## src/ple_pkg.sv

```systemverilog
// Shared types and codes for the positional list engine.
`timescale 1ns / 1ps
`default_nettype none
package ple_pkg;

  localparam int unsigned ValueW = 32;
  localparam int unsigned OpW    = 3;
  localparam int unsigned PosW   = 5;
  localparam int unsigned StatW  = 3;

  typedef enum logic [OpW-1:0] {
    OP_INSERT   = 3'd0,
    OP_APPEND   = 3'd1,
    OP_DELETE   = 3'd2,
    OP_DEL_LAST = 3'd3,
    OP_TRAVERSE = 3'd4
  } op_t;

  typedef enum logic [StatW-1:0] {
    ST_OK    = 3'd0,
    ST_EMPTY = 3'd1,
    ST_RANGE = 3'd2,
    ST_FULL  = 3'd3,
    ST_END   = 3'd4
  } status_t;

  // What every cell of the chain does in a given cycle.
  typedef enum logic [1:0] {
    CK_HOLD   = 2'd0,
    CK_INSERT = 2'd1,
    CK_DELETE = 2'd2,
    CK_ROTATE = 2'd3
  } cell_kind_t;

  typedef enum logic {
    S_IDLE = 1'b0,
    S_TRAV = 1'b1
  } state_t;

endpackage
`default_nettype wire

```

## src/ple_cell.sv

```systemverilog
// One slot of the list chain; picks its next value from itself, a neighbor, the new value or the head cell.
`timescale 1ns / 1ps
`default_nettype none
module ple_cell
  import ple_pkg::*;
#(
  parameter int unsigned IDX = 0,
  parameter int unsigned IW  = 4
) (
  input  wire logic                     clk,
  input  wire cell_kind_t               kind,
  input  wire logic [IW-1:0]            pos,       // insert/delete position
  input  wire logic [IW-1:0]            last_idx,  // index of last stored value
  input  wire logic signed [ValueW-1:0] new_value,
  input  wire logic signed [ValueW-1:0] left_data,
  input  wire logic signed [ValueW-1:0] right_data,
  input  wire logic signed [ValueW-1:0] head_data,
  output logic signed [ValueW-1:0]      data_q
);

  localparam logic [IW-1:0] MyIdx = IW'(IDX);

  logic signed [ValueW-1:0] slot_r;
  logic signed [ValueW-1:0] slot_nxt;

  always_comb begin
    slot_nxt = slot_r;
    case (kind)
      CK_INSERT: begin
        if (MyIdx == pos) begin
          slot_nxt = new_value;
        end else if (MyIdx > pos) begin
          slot_nxt = left_data;
        end
      end
      CK_DELETE: begin
        if (MyIdx >= pos) begin
          slot_nxt = right_data;
        end
      end
      CK_ROTATE: begin
        // Head wraps around to the tail so the list is restored after a full pass.
        if (MyIdx == last_idx) begin
          slot_nxt = head_data;
        end else if (MyIdx < last_idx) begin
          slot_nxt = right_data;
        end
      end
      default: begin
        slot_nxt = slot_r;
      end
    endcase
  end

  always_ff @(posedge clk) begin
    slot_r <= slot_nxt;
  end

  assign data_q = slot_r;

endmodule
`default_nettype wire

```

## src/positional_list_engine_core.sv

```systemverilog
// Positional list engine: chain of value cells plus command control and output register.
// A non-traverse command gives its single result, registered, in the cycle after acceptance.
// Traverse: acceptance enters the traverse state, which then gives one value per cycle while
// the output is free, as the cell chain rotates; the next command is taken once the last
// value is registered. Other commands: one per cycle while the output is free.
// Reset clears the length, control state and output valid; slot contents are left as is.
`timescale 1ns / 1ps
`default_nettype none
module positional_list_engine_core
  import ple_pkg::*;
#(
  parameter int unsigned CAPACITY = 16
) (
  input  wire logic        clk,
  input  wire logic        rst_n,
  input  wire logic        in_tvalid,
  output logic             in_tready,
  input  wire logic [39:0] in_tdata,   // operation[2:0], new_value[34:3], position[39:35]
  output logic             out_tvalid,
  input  wire logic        out_tready,
  output logic [31:0]      out_tdata,  // value[31:0]
  output logic [2:0]       out_tuser,  // status[2:0]
  output logic             out_tlast
);

  localparam int unsigned LW = $clog2(CAPACITY + 1);
  localparam int unsigned IW = $clog2(CAPACITY);
  localparam int unsigned CW = (LW > PosW) ? LW : PosW;

  // Input fields
  op_t                      in_op;
  logic signed [ValueW-1:0] in_val;
  logic [PosW-1:0]          in_pos;
  logic [CW-1:0]            pos_ext;
  logic [CW-1:0]            len_ext;

  assign in_op   = op_t'(in_tdata[2:0]);
  assign in_val  = in_tdata[34:3];
  assign in_pos  = in_tdata[39:35];
  assign pos_ext = CW'(in_pos);

  state_t                   state_r, state_nxt;
  logic [LW-1:0]            len_r, len_nxt;
  logic [IW-1:0]            cnt_r, cnt_nxt;
  logic                     out_valid_r, out_valid_nxt;
  logic signed [ValueW-1:0] out_value_r, out_value_nxt;
  status_t                  out_status_r, out_status_nxt;
  logic                     out_last_r, out_last_nxt;

  logic                     out_free;
  logic                     full;
  logic [LW-1:0]            len_m1;
  cell_kind_t               cell_kind;
  logic [IW-1:0]            cell_pos;
  logic signed [ValueW-1:0] cell_data [CAPACITY];

  assign len_ext  = CW'(len_r);
  assign out_free = !out_valid_r || out_tready;
  assign full     = (len_r == LW'(CAPACITY));
  assign len_m1   = len_r - LW'(1);

  always_comb begin
    state_nxt      = state_r;
    len_nxt        = len_r;
    cnt_nxt        = cnt_r;
    out_valid_nxt  = out_valid_r && !out_tready;
    out_value_nxt  = out_value_r;
    out_status_nxt = out_status_r;
    out_last_nxt   = out_last_r;
    cell_kind      = CK_HOLD;
    cell_pos       = '0;
    in_tready      = 1'b0;
    case (state_r)
      S_IDLE: begin
        in_tready = out_free;
        if (in_tvalid && out_free) begin
          out_valid_nxt  = 1'b1;
          out_value_nxt  = '0;
          out_last_nxt   = 1'b1;
          out_status_nxt = ST_OK;
          case (in_op)
            OP_INSERT, OP_APPEND: begin
              if (full) begin
                out_status_nxt = ST_FULL;
              end else begin
                cell_kind = CK_INSERT;
                len_nxt   = len_r + LW'(1);
                if (in_op == OP_APPEND || pos_ext >= len_ext) begin
                  cell_pos = len_r[IW-1:0];
                  if (in_op == OP_INSERT && pos_ext > len_ext) begin
                    out_status_nxt = ST_END;
                  end
                end else begin
                  cell_pos = pos_ext[IW-1:0];
                end
              end
            end
            OP_DELETE: begin
              if (len_r == '0) begin
                out_status_nxt = ST_EMPTY;
              end else if (pos_ext >= len_ext) begin
                out_status_nxt = ST_RANGE;
              end else begin
                cell_kind = CK_DELETE;
                cell_pos  = pos_ext[IW-1:0];
                len_nxt   = len_m1;
              end
            end
            OP_DEL_LAST: begin
              if (len_r == '0) begin
                out_status_nxt = ST_EMPTY;
              end else begin
                cell_kind = CK_DELETE;
                cell_pos  = len_m1[IW-1:0];
                len_nxt   = len_m1;
              end
            end
            OP_TRAVERSE: begin
              if (len_r == '0) begin
                out_status_nxt = ST_EMPTY;
              end else begin
                // values come out of the head cell in the following cycles
                out_valid_nxt = 1'b0;
                cnt_nxt       = '0;
                state_nxt     = S_TRAV;
              end
            end
            default: begin
              out_status_nxt = ST_RANGE;
            end
          endcase
        end
      end
      S_TRAV: begin
        if (out_free) begin
          out_valid_nxt  = 1'b1;
          out_value_nxt  = cell_data[0];
          out_status_nxt = ST_OK;
          out_last_nxt   = (LW'(cnt_r) == len_m1);
          cell_kind      = CK_ROTATE;
          cnt_nxt        = cnt_r + IW'(1);
          if (LW'(cnt_r) == len_m1) begin
            state_nxt = S_IDLE;
          end
        end
      end
      default: begin
        state_nxt = S_IDLE;
      end
    endcase
  end

  always_ff @(posedge clk) begin
    if (!rst_n) begin
      state_r     <= S_IDLE;
      len_r       <= '0;
      cnt_r       <= '0;
      out_valid_r <= 1'b0;
    end else begin
      state_r     <= state_nxt;
      len_r       <= len_nxt;
      cnt_r       <= cnt_nxt;
      out_valid_r <= out_valid_nxt;
    end
  end

  always_ff @(posedge clk) begin
    out_value_r  <= out_value_nxt;
    out_status_r <= out_status_nxt;
    out_last_r   <= out_last_nxt;
  end

  // Cell chain: left neighbor feeds inserts, right neighbor feeds deletes and rotation.
  for (genvar k = 0; k < CAPACITY; k++) begin : g_cell
    logic signed [ValueW-1:0] left_d;
    logic signed [ValueW-1:0] right_d;
    if (k == 0) begin : g_first
      assign left_d = in_val;
    end else begin : g_mid_l
      assign left_d = cell_data[k-1];
    end
    if (k == CAPACITY - 1) begin : g_end
      assign right_d = cell_data[k];
    end else begin : g_mid_r
      assign right_d = cell_data[k+1];
    end
    ple_cell #(
      .IDX (k),
      .IW  (IW)
    ) u_cell (
      .clk        (clk),
      .kind       (cell_kind),
      .pos        (cell_pos),
      .last_idx   (len_m1[IW-1:0]),
      .new_value  (in_val),
      .left_data  (left_d),
      .right_data (right_d),
      .head_data  (cell_data[0]),
      .data_q     (cell_data[k])
    );
  end

  assign out_tvalid = out_valid_r;
  assign out_tdata  = out_value_r;
  assign out_tuser  = out_status_r;
  assign out_tlast  = out_last_r;

  a_len_bound: assert property (@(posedge clk) disable iff (!rst_n)
    len_r <= LW'(CAPACITY))
    else $error("list length beyond capacity");

  a_trav_nonempty: assert property (@(posedge clk) disable iff (!rst_n)
    (state_r == S_TRAV) |-> (len_r != '0))
    else $error("traversal running on empty list");

  a_single_result: assert property (@(posedge clk) disable iff (!rst_n)
    (in_tvalid && in_tready && in_op != OP_TRAVERSE) |=> (out_tvalid && out_tlast))
    else $error("command result missing");

  a_append_grows: assert property (@(posedge clk) disable iff (!rst_n)
    (in_tvalid && in_tready && in_op == OP_APPEND && !full)
      |=> (len_r == $past(len_r) + LW'(1)))
    else $error("append did not grow the list");

endmodule
`default_nettype wire
```

## config.mk

```make
export PLATFORM = sky130hd
export DESIGN_NAME = positional_list_engine_core
export DESIGN_NICKNAME = d
export VERILOG_FILES = /design/src/ple_pkg.sv /design/src/ple_cell.sv /design/src/positional_list_engine_core.sv
export SDC_FILE = /design/constraint.sdc
export NUM_CORES = 1
export LEC_CHECK = 0
export BUFFER_PORTS_ARGS = -buffer_cell sky130_fd_sc_hd__buf_2
export CAP_MARGIN = 20
export CORE_MARGIN = 2
export CORE_UTILIZATION = 69
export DETAILED_ROUTE_END_ITERATION = 12
export MAX_ROUTING_LAYER = met4
export PLACE_DENSITY = 0.87
export SYNTH_ARGS = -nofsm -noshare
export SYNTH_HDL_FRONTEND = slang
export SYNTH_SLANG_ARGS = --single-unit
```

## constraint.sdc

```tcl
create_clock -name clk -period 15.4 [get_ports clk]
set_clock_uncertainty 0.05 [all_clocks]
set_input_delay 2.31 -clock clk [delete_from_list [all_inputs] [get_ports clk]]
set_output_delay 2.31 -clock clk [all_outputs]
set_load 0.05 [all_outputs]
```

Word-level counts from Yosys, hierarchy flattened
Cells that the tools add are included.
- $add $sub $neg: 3
- magnitude comparators: 48
- eq/ne operators: 95
- mux-type cells: 148
- bitwise operators: 1
- reductions and logical operators: 35
- operators by type and width (kind ; number):
    two-way mux 32 bit ; 80
    case mux 32 bit (3 select lines) ; 15
    case mux 32 bit (2 select lines) ; 2
    != test 3 x 1 -> 1 bit (second input constant) ; 30
    == test 4 bit (first input constant) ; 16
    AND reduction 4 bit ; 15
    two-way mux 4 bit ; 11
    != test 2 x 1 -> 1 bit (second input constant) ; 19
    == test 3 x 4 -> 1 bit (first input constant) ; 8
    > comparator 4 bit (first input constant) ; 8
    greater-or-equal comparator 4 bit (first input constant) ; 7
    < comparator 4 bit (first input constant) ; 7
    two-way mux 5 bit ; 4
    == test 2 x 4 -> 1 bit (first input constant) ; 4
    greater-or-equal comparator 3 x 4 -> 1 bit (first input constant) ; 4
    > comparator 3 x 4 -> 1 bit (first input constant) ; 4
    < comparator 3 x 4 -> 1 bit (first input constant) ; 4
    two-way mux 3 bit ; 5
    case mux 5 bit (3 select lines) ; 1
    two-way mux 1 bit ; 14
    two-way mux 2 bit ; 7
    != test 2 bit (second input constant) ; 7
    case mux 4 bit (3 select lines) ; 1
    case mux 3 bit (3 select lines) ; 1
    38 further kinds ; 56
- flip-flop bits (word level): 559
- input port bits: 44
- word-level logic and storage cells: 353

Logic depth before layout (Yosys ltp)
- depth in word-level cells: 11
- mapped depth: 15
- gate-level depth less buffers: 9

Modules after synthesis
Synthesis repeated with hierarchy kept, for this count alone.
- cell total of the unflattened synthesis: 3610
- area total of the unflattened synthesis: 40543.9 µm²
- by module, submodules not included (module ; instances ; cells each ; area each (µm²) ; sequential area each (µm²)):
    ple_cell at g_cell[10].u_cell ; 1 ; 225 ; 2681.3 ; 960.9
    ple_cell at g_cell[6].u_cell ; 1 ; 224 ; 2668.8 ; 960.9
    ple_cell at g_cell[12].u_cell ; 1 ; 223 ; 2665.1 ; 960.9
    positional_list_engine_core ; 1 ; 244 ; 2583.7 ; 1301.2
    ple_cell at g_cell[7].u_cell ; 1 ; 223 ; 2529.9 ; 960.9
    ple_cell at g_cell[11].u_cell ; 1 ; 225 ; 2513.7 ; 960.9
    ple_cell at g_cell[4].u_cell ; 1 ; 225 ; 2423.6 ; 960.9
    ple_cell at g_cell[0].u_cell ; 1 ; 219 ; 2333.5 ; 960.9
    ple_cell at g_cell[2].u_cell ; 1 ; 197 ; 2322.2 ; 960.9
    ple_cell at g_cell[13].u_cell ; 1 ; 194 ; 2313.5 ; 960.9
    ple_cell at g_cell[3].u_cell ; 1 ; 225 ; 2307.2 ; 960.9
    ple_cell at g_cell[8].u_cell ; 1 ; 224 ; 2260.9 ; 960.9
    ple_cell at g_cell[1].u_cell ; 1 ; 189 ; 2240.9 ; 960.9
    ple_cell at g_cell[14].u_cell ; 1 ; 191 ; 2230.9 ; 960.9
    3 more rows ; - ; - ; - ; -

Least setup slack after synthesis
OpenSTA, ideal clock, no wires.
- kind: in2reg
- start: in in_tdata[39]
- end: reg g_cell[9].u_cell.slot_r[0] (enable)
- setup time: 0.595 ns
- arrival time: 9.246 ns
- slack: 5.510 ns
- cell stages on the path: 10
- path buffers: 3
- cells stage by stage: ha_1 > and2_1 > clkbuf_1 > a21oi_1 > a32o_1 > nor2_1 > clkbuf_1 > clkbuf_1 > a21oi_1 > a2111oi_0
- word-level cells in the longest chain between the ends: 10
- elaborated cells on any way between the ends: 25
- RTL lines (element ; RTL line ; RTL):
    start: declaration ; positional_list_engine_core.sv:18 ; input wire logic [39:0] in_tdata,
    greater-or-equal comparator 5 bit (*) ; positional_list_engine_core.sv:88, positional_list_engine_core.sv:101 ;
    logical OR 1 bit ; positional_list_engine_core.sv:88 ; if (in_op == OP_APPEND || pos_ext >= len_ext) begin
    two-way mux 4 bit ; positional_list_engine_core.sv:88 ;
    two-way mux 4 bit ; positional_list_engine_core.sv:83 ; if (full) begin
    case mux 4 bit (3 select lines) ; positional_list_engine_core.sv:81 ; case (in_op)
    two-way mux 4 bit ; positional_list_engine_core.sv:76 ; if (in_tvalid && out_free) begin
    two-way mux 4 bit ; positional_list_engine_core.sv:73 ; case (state_r)
    > comparator 4 bit, or another cell as far along ; ple_cell.sv:32 ; end else if (MyIdx > pos) begin
    != test 3 x 1 -> 1 bit (no line) / != test 2 x 1 -> 1 bit (equally long branches) ; - ;
    AND reduction 4 bit (no line) (*) ; - ;
    end signal: assignment ; ple_cell.sv:56 ; slot_r <= slot_nxt;
    end: declaration ; ple_cell.sv:23 ; logic signed [ValueW-1:0] slot_r;
Mark *: on every way between the ends. The rest lies on a longest branch, timed or not.
A chain may end at the register's enable or synchronous reset.

Worst setup path in the final report
- start: in in_tdata[37]
- end: reg g_cell[10].u_cell.slot_r[6] (data pin)
- word-level cells in the longest chain between the ends: 10
- elaborated cells on any way between the ends: 20
- RTL lines (element ; RTL line ; RTL):
    greater-or-equal comparator 5 bit ; positional_list_engine_core.sv:88, positional_list_engine_core.sv:101 ;
    logical OR 1 bit ; positional_list_engine_core.sv:88 ;
    two-way mux 4 bit ; positional_list_engine_core.sv:88 ;
    two-way mux 4 bit ; positional_list_engine_core.sv:83 ;
    case mux 4 bit (3 select lines) ; positional_list_engine_core.sv:81 ;
    two-way mux 4 bit ; positional_list_engine_core.sv:76 ;
    two-way mux 4 bit ; positional_list_engine_core.sv:73 ;
    == test 4 bit ; ple_cell.sv:30 ; if (MyIdx == pos) begin
    two-way mux 32 bit ; ple_cell.sv:30 ;
    case mux 32 bit (3 select lines) (*) ; ple_cell.sv:28 ; case (kind)
    net g_cell[10].u_cell.slot_nxt[6] ; ple_cell.sv:24 ; logic signed [ValueW-1:0] slot_nxt;
    end signal: assignment ; ple_cell.sv:56 ;
    end: declaration ; ple_cell.sv:23 ;
The timed path passes the listed nets; every way through them passes the cells marked *.

==> impl_metrics.tcl <==
set metrics [dict create \
    cap_violations 0 \
    path_max_fanout 72 \
    yosysWarnings 0 \
    placed_area_sq_mm 0.0325 \
    status "finished clean" \
    wire_per_inst_um 33.1 \
    track_usage_pct 45.8 \
    cts_hold_buf 0 \
    start_kind "input port" \
    io_buffers 81 \
    min_period_ns 6.67 \
    cts_setup_buffers 0 \
    fin_crit_sh_pct 43.3 \
    die_width_um 221 \
    ir_drop_mv 0.110 \
    via_count 29900 \
    layout.nets 2735 \
    path_buf_inv 3 \
    slew_viol_final 0 \
    antenna_found_initial 0 \
    syn_avg_cell_area_sq_um 10.9 \
    critPathArrivalTime_ns 6.95 \
    worst_ep_required_time_ns 15.68 \
    drc 0 \
    yosysUniqueCellTypes 61 \
    worstPathCellList "buf_2 > ha_1 > a21oi_1 > o21ai_1 > a21oi_1 > a31oi_1 > o211ai_1 > buf_4 > buf_4 > or3_1 > o211ai_1" \
    drt-total-wl_mm 110 \
    tns_ns 0 \
    ant_nets 0 \
    clock_latency_ns 0.63 \
    rows 79 \
    yosysMostFrequentCell "o211ai_1" \
    clk_pin_slew_ns 0.06 \
    vias_per_cell 8.98 \
    synthToLayoutAreaGrowth_pct 6.89 \
    grt_overflow 0 \
    maxSlewHeadroom_pct 15.3 \
    cts_sinks 559 \
    place.gp.congestion 0.973 \
    grt_pass1_wl_mm 169 \
    ys_top_cells_by_count "580 x o211ai_1, 548 x edfxtp_1, 466 x clkbuf_1" \
    seq_area_frac_synth_pct 51.5 \
    stdcell_area_sq_mm 0.0346 \
    ys.flop_type "edfxtp_1" \
    synthCells 2964 \
    powerDensity_mw_per_mm2 107 \
    async_flop_share_pct 0 \
    synth_edf_count 548 \
    cts_root_buffer "clkbuf_16" \
    leakagePower_nw 9.59 \
    core_area_sq_mm 0.0465 \
    place.detailed.hpwl_mm 66.8 \
    path_class "input port to flop" \
    cts_tree "built" \
    die_area_sq_mm 0.0487 \
    clockBufferDepth 3 \
    synth_area_leader_cell "edfxtp_1" \
    end_kind "flop" \
    fmaxAchievable_mhz 150 \
    synth_top_area_share_pct 50.8 \
    hold_viol 0 \
    drt_iter0_drc 5837 \
    synth_area_sq_mm 0.0324 \
    syn-num-nets 3018 \
    setup_violations 0 \
    critical_path.slowest_cell "or3_1" \
    io_pins 82 \
    dr.pass1.iters 9 \
    slowest_delay_ns 0.94 \
    hold_path.class "flop to flop" \
    die_h_um 221 \
    postCtsResizedCells 0 \
    netlist_top_cells_area "edfxtp_1 51%, o211ai_1 13%, o311ai_0 7.5%" \
    worst_pin_slew_ns 1.27 \
    grt_max_degree 245 \
    crit_family "compound AO/OA/AOI/OAI gates" \
    htreeDepth 2 \
    grt_pass1_vias 29300 \
    antenna_cells 0 \
    synth_seq_cells 559 \
    cts_buffers 56 \
    rsz0062_at_grt "no" \
    initial_utilization_pct 69.8 \
    layout-drive-gt1-share_pct 10.9 \
]
[sequential cells by signal, summed over array words and instances, names as in the netlist]
signal / cells
out_tuser: 3
out_tdata: 32
out_tlast: 1
out_tvalid: 1
len_ext: 5
state_r: 1
g_cell.u_cell.data_q: 512
cnt_r: 4
[cell type report]
cell class              instances  area, sq um
clock inverters                36          330
inverters                      10         37.5
fillers                      3129        11800
well taps                     607          759
repair buffers                163         1360
flip-flops and latches        559        16700
multi-input cells            1891        14000
clock buffers                  69         1470
[path summary, 6_finish.rpt]
path | from | depth (start not counted) | to | slack (ns)
worst max register to register | len_ext[2]$_SDFFE_PN0P_ | 11 | g_cell[10].u_cell.data_q[6]$_DFFE_PP_ | 9.58
worst min-delay path | cnt_r[1]$_SDFFE_PN0P_ | 2 | cnt_r[1]$_SDFFE_PN0P_ | 0.49
worst max-delay path | in_tdata[37] | 11 | g_cell[10].u_cell.data_q[6]$_DFFE_PP_ | 8.73
worst min register to register | cnt_r[1]$_SDFFE_PN0P_ | 2 | cnt_r[1]$_SDFFE_PN0P_ | 0.49
[through the flow]
stage          hold WS [ns]  util [%]  instances  setup slack, ns  power [W]
3_3_place_gp          0.454      69.7       3209             8.17    0.00232
2_1_floorplan         0.440         -       2964             5.51    0.00218
5_1_grt               0.513      74.6       3335             8.50    0.00380
3_5_place_dp          0.476      69.9       3215             8.31    0.00233
6_report              0.488      74.6       3335             8.73    0.00372
4_1_cts               0.484      73.8       3320             8.94    0.00368
[routing by layer]
| layer | up-vias | wire [um] | track usage, % |
|---|---|---|---|
| li1 | 12100 | - | - |
| met1 | 14100 | 37400 | 57.8 |
| met2 | 3015 | 52200 | 70.5 |
| met3 | 676 | 14500 | 8.99 |
| met4 | 0 | 6390 | 24.2 |
| met5 | - | 0 | - |
[cells by family after synthesis]
| kind of cell | count (synthesis) | synth area share [%] |
|---|---|---|
| AO/OA/AOI/OAI | 1495 | 35.8 |
| flip-flops | 559 | 51.5 |
| adder cells (fa/ha/maj) | 10 | 0.386 |
| multiplexers | 1 | 0.0309 |
| XOR/XNOR | 13 | 0.375 |
| AND/OR/NAND/NOR | 372 | 5.70 |
| buffers and inverters | 514 | 6.23 |
[worst reg2reg max path, cell delays in order (launching register included)]
cell,delay [ns]
dfxtp_1,0.66
inv_1,0.27
ha_1,0.38
a21oi_1,0.14
o21ai_1,0.14
a21oi_1,0.77
a31oi_1,0.36
o211ai_1,0.20
buf_4,0.56
buf_4,0.80
or3_1,0.96
o211ai_1,0.25
[cells in the final DEF (no fill, tap or decap), types with 36 or more instances in the layout]
cell and n:
o211ai_1 580, edfxtp_1 548, a22oi_1 321, o311ai_0 276, a32oi_1 129, nand2_1 126
buf_2 81, nor2_1 60, clkbuf_16 58, buf_4 58, and3_1 40, o21ai_0 39
and2_1 37, a31oi_1 36
[report_power, final]
group | switching [W] | internal [W]
Combinational | 0.000331 | 0.000136
Sequential | 0.0000767 | 0.00179
Clock | 0.000611 | 0.000776
Total | 0.00102 | 0.00270
Note: power is estimated with default switching activity, not from simulation.
